===== config.mk =====
export PLATFORM = sky130hd
export DESIGN_NAME = tcb_ram
export DESIGN_NICKNAME = d
export VERILOG_FILES = /design/src/hdl/tcb_ram.sv
export SDC_FILE = /design/constraint.sdc
export NUM_CORES = 1
export LEC_CHECK = 0
export BUFFER_PORTS_ARGS = -buffer_cell sky130_fd_sc_hd__buf_2
export CAP_MARGIN = 20
export CELL_PAD_IN_SITES_DETAIL_PLACEMENT = 0
export CELL_PAD_IN_SITES_GLOBAL_PLACEMENT = 1
export CORE_UTILIZATION = 40
export CTS_CLUSTER_DIAMETER = 30
export CTS_CLUSTER_SIZE = 16
export DETAILED_ROUTE_END_ITERATION = 10
export PLACE_DENSITY_LB_ADDON = 0.08
export SETUP_SLACK_MARGIN = 0.02
export SLEW_MARGIN = 5
export SYNTH_ARGS = -nofsm -noshare
export SYNTH_HDL_FRONTEND = slang
export SYNTH_SLANG_ARGS = --single-unit

===== constraint.sdc =====
create_clock -name aclk -period 2.2 [get_ports aclk]
set_input_delay 0.22 -clock aclk [delete_from_list [all_inputs] [get_ports aclk]]
set_output_delay 0.22 -clock aclk [all_outputs]
set_load 0.02 [all_outputs]

===== src/hdl/tcb_ram.sv =====
// Generic single-clock RAM with one write port and one registered read port.
module tcb_ram #(
    parameter int WIDTH  = 8,
    parameter int DEPTH  = 16,
    parameter int ADDR_W = 4
) (
    input  logic              aclk,
    input  logic              we,
    input  logic [ADDR_W-1:0] waddr,
    input  logic [WIDTH-1:0]  wdata,
    input  logic              re,
    input  logic [ADDR_W-1:0] raddr,
    output logic [WIDTH-1:0]  rdata
);

    logic [WIDTH-1:0] mem_reg [DEPTH];
    logic [WIDTH-1:0] rdata_reg;

    always_ff @(posedge aclk) begin
        if (we) begin
            mem_reg[waddr] <= wdata;
        end
        if (re) begin
            rdata_reg <= mem_reg[raddr];
        end
    end

    assign rdata = rdata_reg;

endmodule


==> summary.md, run 1 <==
| Metric | Value |
|---|---|
| # H-tree levels | `4` |
| Seq pwr share | `0.531` |
| Switching Power | `1.101 mW` |
| Hold_sp | `re` |
| Post-synthesis mux area share | `0.1479` |
| Share of layout cells above drive strength 1 | `0.2997` |
| Xor/xnor share of the synthesized area | `0` |
| Worst slew pin tran | `0.4101 ns` |
| Pint | `4.434 mW` |
| Number of synthesized flops with an enable pin | `136` |
| Compound-Gate Fraction of Synth Area | `0.02298` |
| Synth Area in Adders | `0` |
| Worst EP required | `2.34 ns` |
| Placed insts | `440` |
| Tmin final | `1.467 ns` |
| Final setup fails | `0` |
| Final nets | `306` |
| Synth Cell Area | `5228 sq um` |
| Final worst path period share | `0.6670` |
| Crit-path max FO | `1` |
| Rel. slew slack | `0.7266` |
| Die Span X | `116.3 microns` |
| Clk pwr share | `0.418` |
| ANT cells | `0` |
| Clk buf depth | `2` |
| Clock Latency Late Sink | `0.41 ns` |
| Post-CTS Setup Repair Bufs | `0` |
| Clk root buf | `clkbuf_16` |
| DIE AREA | `13530 sq um` |
| Main synth FF type | `edfxtp_1` |
| Largest net degree at the start of global routing | `19` |
| Starting Density | `0.4126` |
| Slew Viols, Final | `0` |
| Net Sw Frac | `0.1989` |
| Static Leak | `2.080 nW` |
| Routed WL per cell | `21.29 microns` |
| Gr usage total | `0.1688` |
| Gr ovfl total | `0` |
| Number of global-route vias before repair | `2508` |
| Worst setup SP type | `register` |
| FMAX | `681.5 MHz` |
| Yosys Warn Count | `0` |
| TNS Setup | `0 ns` |
| Reg clk slew, reported paths | `0.05 ns` |
| CTS tree | `yes` |
| Largest cells by area after synthesis | `edfxtp_1 (78%), mux4_2 (7.8%), mux4_1 (7.0%), a22oi_1 (2.3%), nor2_1 (0.93%)` |
| Final Non-Filler Cells | `469` |
| Worst hold slack | `0.1883 ns` |
| Count leader, synth | `edfxtp_1` |
| Hold buffer count at cts | `0` |
| Status | `finished, final reports clean` |
| First-pass GRT wire length | `15.16 mm` |
| Synth Area in Simple Gates | `0.03135` |
| Clock sink total | `136` |
| DRC Markers | `0` |
| Asr flop ratio synth | `0` |
| Min-delay worst type | `in2reg` |
| IO Pins | `27` |
| Met2 usage | `0.2596` |
| Routability Congestion | `0.6806` |
| Register area share after synthesis | `0.7812` |
| Post-Syn Instances | `229` |
| Post_cts resized | `0` |
| Cts bufs inserted | `17` |
| Pwr/cell area | `896.7 nW/um^2` |
| Hold Fails Final Rpt | `0` |
| Met1 GRT Util | `0.2225` |
| Largest area contributor in the netlist | `edfxtp_1` |
| Routed WL | `9.983 mm` |
| Worst Setup SP | `mem_reg[9][1]` |
| Post-synth top cells | `edfxtp_1 (136), mux4_2 (18), a22oi_1 (16), mux4_1 (14), nor2_1 (13)` |
| Hpwl dp | `6.574 mm` |
| RSZ-0062 raised after global routing | `false` |
| Number of max-cap violations | `0` |
| Routed Antenna Nets | `0` |
| #FFs+latches synth | `136` |
| Worst Skew | `0.004911 ns` |
| Netlist cell types | `18` |
| # port buffers | `26` |
| Mean Syn Cell Area | `22.83 sq um` |
| # rows | `41` |
| Syn_nets | `248` |
| Buf+Inv Stages, Crit Path | `0` |
| Crit path max-delay family | `multiplexers` |
| Worst setup path class | `reg2reg` |
| Largest family of logic cells by synthesized area | `multiplexers` |
| Critical Path AT | `1.61 ns` |
| Comb power frac | `0.052` |
| Synth-to-Final Area Change | `18.07%` |
| Worst VDD drop | `0.0005106 V` |
| Core area | `12670 sq um` |
| Via/cell ratio | `5.196` |
| Die Y | `116.3 microns` |
| Critical path endpoint category | `register` |
| Max reg flops | `128` |
| Largest stage delay, worst path | `0.52 ns` |
| GRT Max-Usage Layer | `met2` |
| Detailed Route Iter0 Violations | `175` |
| Antenna violations before repair | `1` |
| CP max-delay cell | `mux4_1` |
| Via count | `2437` |
| Post-synth top area share | `0.7812` |
| RR Startpoint | `mem_reg[9][1]` |
| Global Route met3 Usage | `0.05708` |
| Critical path cell sequence | `mux4_1 -> a22oi_1 -> nand2_1` |
| DRT Pass-1 Iters | `4` |
==> layer usage <==
metal  wire length [microns]  share of wire
met5                      11         0.0011
met4                     135          0.014
met3                     454          0.045
met2                    4874           0.49
met1                    4508           0.45
==> stage by stage <==
stage	instance area (sq um)	power (mW)	worst slack, ns	utilization
floorplan	5228	3.148	0.4871	-
global placement	5697	3.280	0.4041	0.4496
detailed placement	5697	3.284	0.4029	0.4496
CTS	6172	5.602	0.7050	0.4871
global route	6172	5.721	0.6260	0.4871
finish	6172	5.535	0.7326	0.4871
==> final timing paths <==
| path | end | slack, ns | cells after the start |
|---|---|---|---|
| max | rdata[1] | 0.73 | 3 |
| min | rdata[6] | 0.19 | 1 |
| max reg2reg | rdata[1] | 0.73 | 3 |
| min reg2reg | rdata[2] | 0.74 | 3 |
==> cell families after synthesis <==
family | after synthesis
AO/OA/AOI/OAI | 16
buffers and inverters | 10
flip-flops | 136
multiplexers | 32
AND/OR/NAND/NOR | 35
==> worst register-to-register path: cells and delay by family, from the launching register on <==
kind,cells,cell delay [ns]
mux,1,0.52
flops,1,0.35
compound gates,1,0.22
simple gates,1,0.11
==> power by group through the flow <==
stage / sequential, mW / clock (mW) / combinational, mW
floorplan: 3.00 / 0 / 0.147
global placement: 2.99 / 0 / 0.292
detailed placement: 2.99 / 0 / 0.295
CTS: 2.94 / 2.37 / 0.296
global route: 2.94 / 2.47 / 0.315
finish: 2.94 / 2.31 / 0.285
==> cell usage in the layout, fill, tap and decap left out, types with 2 or more instances in the layout <==
cell         n
a22oi_1     16
buf_12       3
buf_2       26
buf_4       20
clkbuf_1     4
clkbuf_16   17
clkinv_1     4
clkinv_2     4
edfxtp_1   136
mux4_1      14
mux4_2      18
nand2_1      9
nand2b_1     2
nand3b_1     2
nor2_1      13
nor3_1       4
==> final cells by class <==
class	instances	area, sq um
clock buffer	21	440.4
clock inverter	8	35.03
tap	172	215.2
sequential	136	4084
fill	1077	6499
multi-input combinational	83	1057
timing repair buffer	49	340.3
(Power assumes the default switching activity.)
==> inputs of run 2 (changes only) <==
--- a/config.mk
+++ b/config.mk
@@ -5,6 +5,7 @@
 export SDC_FILE = /design/constraint.sdc
 export NUM_CORES = 1
 export LEC_CHECK = 0
+export ABC_AREA = 1
 export BUFFER_PORTS_ARGS = -buffer_cell sky130_fd_sc_hd__buf_2
 export CAP_MARGIN = 20
 export CELL_PAD_IN_SITES_DETAIL_PLACEMENT = 0
==> constraint.sdc (replaced) <==
create_clock -name aclk -period 1.4 [get_ports aclk]
set_input_delay 0.14 -clock aclk [delete_from_list [all_inputs] [get_ports aclk]]
set_output_delay 0.14 -clock aclk [all_outputs]
set_load 0.02 [all_outputs]
==> run 2 against run 1 <==
Against the previous run: sequential power rose by 57%; hold slack got worse by 0.086 ns; non-clock buffer count is 5 higher; final cell count grew 69%; sequential share of layout area shrank 6.7 points; synthesized cell count up 140%; critical endpoint is now rdata[0]; largest power group unchanged.
==> summary.md, run 2 <==
| Metric | Value |
|---|---|
| Status | `finished, final reports clean` |
| First-pass GRT wire length | `22.06 mm` |
| Seq. cell area | `4084 sq um` |
| Routed WL per cell | `18.54 microns` |
| Cts bufs inserted | `17` |
| ANT cells | `0` |
| Worst slew pin tran | `0.4209 ns` |
| Final worst path period share | `0.8310` |
| Rel. slew slack | `0.7194` |
| Worst VDD drop | `0.0008794 V` |
| Routed Antenna Nets | `0` |
| DRC Markers | `0` |
| Asr flop ratio synth | `0` |
| Post-synth top cells | `nand2_1 (173), edfxtp_1 (136), inv_1 (100), nand3_1 (97), nor2_1 (17)` |
| Clock Latency Late Sink | `0.42 ns` |
| Number of max-cap violations | `0` |
| RSZ-0062 raised after global routing | `false` |
| Post_cts resized | `0` |
| Number of global-route vias before repair | `3550` |
| Synth Cell Area | `5847 sq um` |
| FMAX | `859.5 MHz` |
| Synth-to-Final Area Change | `17.44%` |
| Tmin final | `1.163 ns` |
| Hold Fails Final Rpt | `0` |
| Worst Skew | `0.007995 ns` |
| Most frequent cells in the layout | `nand2_1 (173), edfxtp_1 (136), inv_1 (100)` |
| Starting Density | `0.4148` |
| Antenna violations before repair | `0` |
| R2R Setup Slk | `0.24 ns` |
| Largest net degree at the start of global routing | `60` |
| Post-Syn Instances | `551` |
| Via count | `3823` |
| Hpwl dp | `9.183 mm` |
| Share of layout cells above drive strength 1 | `0.1321` |
| Die Y | `122.9 microns` |
| Worst setup SP type | `register` |
| Via/cell ratio | `4.821` |
| CTS tree | `yes` |
| Detailed Route Iter0 Violations | `326` |
| Worst EP required | `1.57 ns` |
| Static Leak | `2.973 nW` |
| # port buffers | `26` |
| Gr usage total | `0.2142` |
| Slew Viols, Final | `0` |
| IO Pins | `27` |
| Register area share after synthesis | `0.6985` |
| Max reg flops | `128` |
| TNS Setup | `0 ns` |
| Main synth FF type | `edfxtp_1` |
| Reg clk slew, reported paths | `0.06 ns` |
| Hold buffer count at cts | `0` |
| Final nets | `619` |
| Mean Syn Cell Area | `10.61 sq um` |
| Critical path endpoint category | `register` |
| Routability Congestion | `0.7818` |
| Final setup fails | `0` |
| Largest cells by area after synthesis | `edfxtp_1 (70%), nand2_1 (11%), nand3_1 (8.3%), inv_1 (6.4%), buf_6 (1.2%)` |
| Clk buf depth | `2` |
| Most common cell after layout, fill and taps aside | `nand2_1` |
| Post-synth top area share | `0.6985` |
| Clk root buf | `clkbuf_16` |
| #FFs+latches synth | `136` |
| Netlist cell types | `11` |
| Fillcell total | `1313` |
| Clock sink total | `136` |
| Die Span X | `122.9 microns` |
| Core area | `14100 sq um` |
| Min-delay worst type | `in2reg` |
| Worst setup path class | `reg2reg` |
| Crit-path max FO | `1` |
| Area of the multi-input gates | `1214 sq um` |
| Gr ovfl total | `0` |
| Critical Path AT | `1.33 ns` |
| Pwr/cell area | `1371 nW/um^2` |
| Yosys Warn Count | `0` |
| Final Instance Area | `6867 sq um` |
| Count leader, synth | `nand2_1` |
| Routed WL | `14.70 mm` |
| Number of synthesized flops with an enable pin | `136` |
| # rows | `43` |
| Largest area contributor in the netlist | `edfxtp_1` |
| DRT Pass-1 Iters | `5` |
| Area after DPL | `6321 sq um` |
| DIE AREA | `15100 sq um` |
| # H-tree levels | `4` |
| Post-CTS Setup Repair Bufs | `0` |
| Syn_nets | `570` |
## run 2: cell count changes after synthesis, sizes merged, moves of 16 or more
cell / previous run / this run
inv: 0 / 102
buf: 7 / 24
mux4: 32 / 0
nand3: 1 / 97
nand2: 9 / 173
a22oi: 16 / 0
## run 2: worst max-delay path: stages, from the launching register on
cell,delay (ns)
edfxtp_1,0.36
nand2_1,0.07
nand2_1,0.12
nand2_1,0.10
nand3_1,0.12
nand3_1,0.10
nand2_1,0.05
## run 2: per-stage QoR
stage	hold WS [ns]	util	total power [mW]	setup slack, ns	cells
6_report	0.1028	0.4871	9.415	0.2365	793
3_5_place_dp	0.5280	0.4484	5.340	0.01591	761
2_1_floorplan	0.2389	-	5.040	0.3092	551
5_1_grt	0.08864	0.4871	9.715	0.1484	793
4_1_cts	0.09088	0.4871	9.501	0.2126	793
3_3_place_gp	0.5221	0.4484	5.336	0.007896	761
## run 2: final timing paths
check / start / depth (start not counted) / to
setup reg to reg: mem_reg[11][0] / 6 / rdata[0]
hold reg to reg: mem_reg[12][1] / 6 / rdata[1]
hold / removal: re / 1 / rdata[2]
setup / recovery: mem_reg[11][0] / 6 / rdata[0]
## run 2: cell type report
type	instances	share of cell area
timing repair buffer	54	0.06050
tap	180	0.03280
sequential	136	0.5948
multi-input combinational	289	0.1767
clock inverter	12	0.01585
clock buffer	20	0.06359
inverter	102	0.05576
## run 2: logic make-up after synthesis
| logic type | after synthesis | synth area share |
|---|---|---|
| buffers and inverters | 126 | 0.09394 |
| AND/OR/NAND/NOR | 289 | 0.2076 |
| flip-flops | 136 | 0.6985 |
## run 2: metal layers
metal	wire, microns	vias up	global-route usage
met5	0	-	0
met4	221	0	0.07317
met3	795	19	0.05304
met2	6778	114	0.3315
met1	6908	1808	0.2941
li1	-	1882	-
## run 2: power breakdown
part / internal, mW / switching [mW] / total [mW]
Combinational: 0.191 / 0.441 / 0.632
Clock: 2.58 / 1.60 / 4.17
Sequential: 4.59 / 0.0221 / 4.61
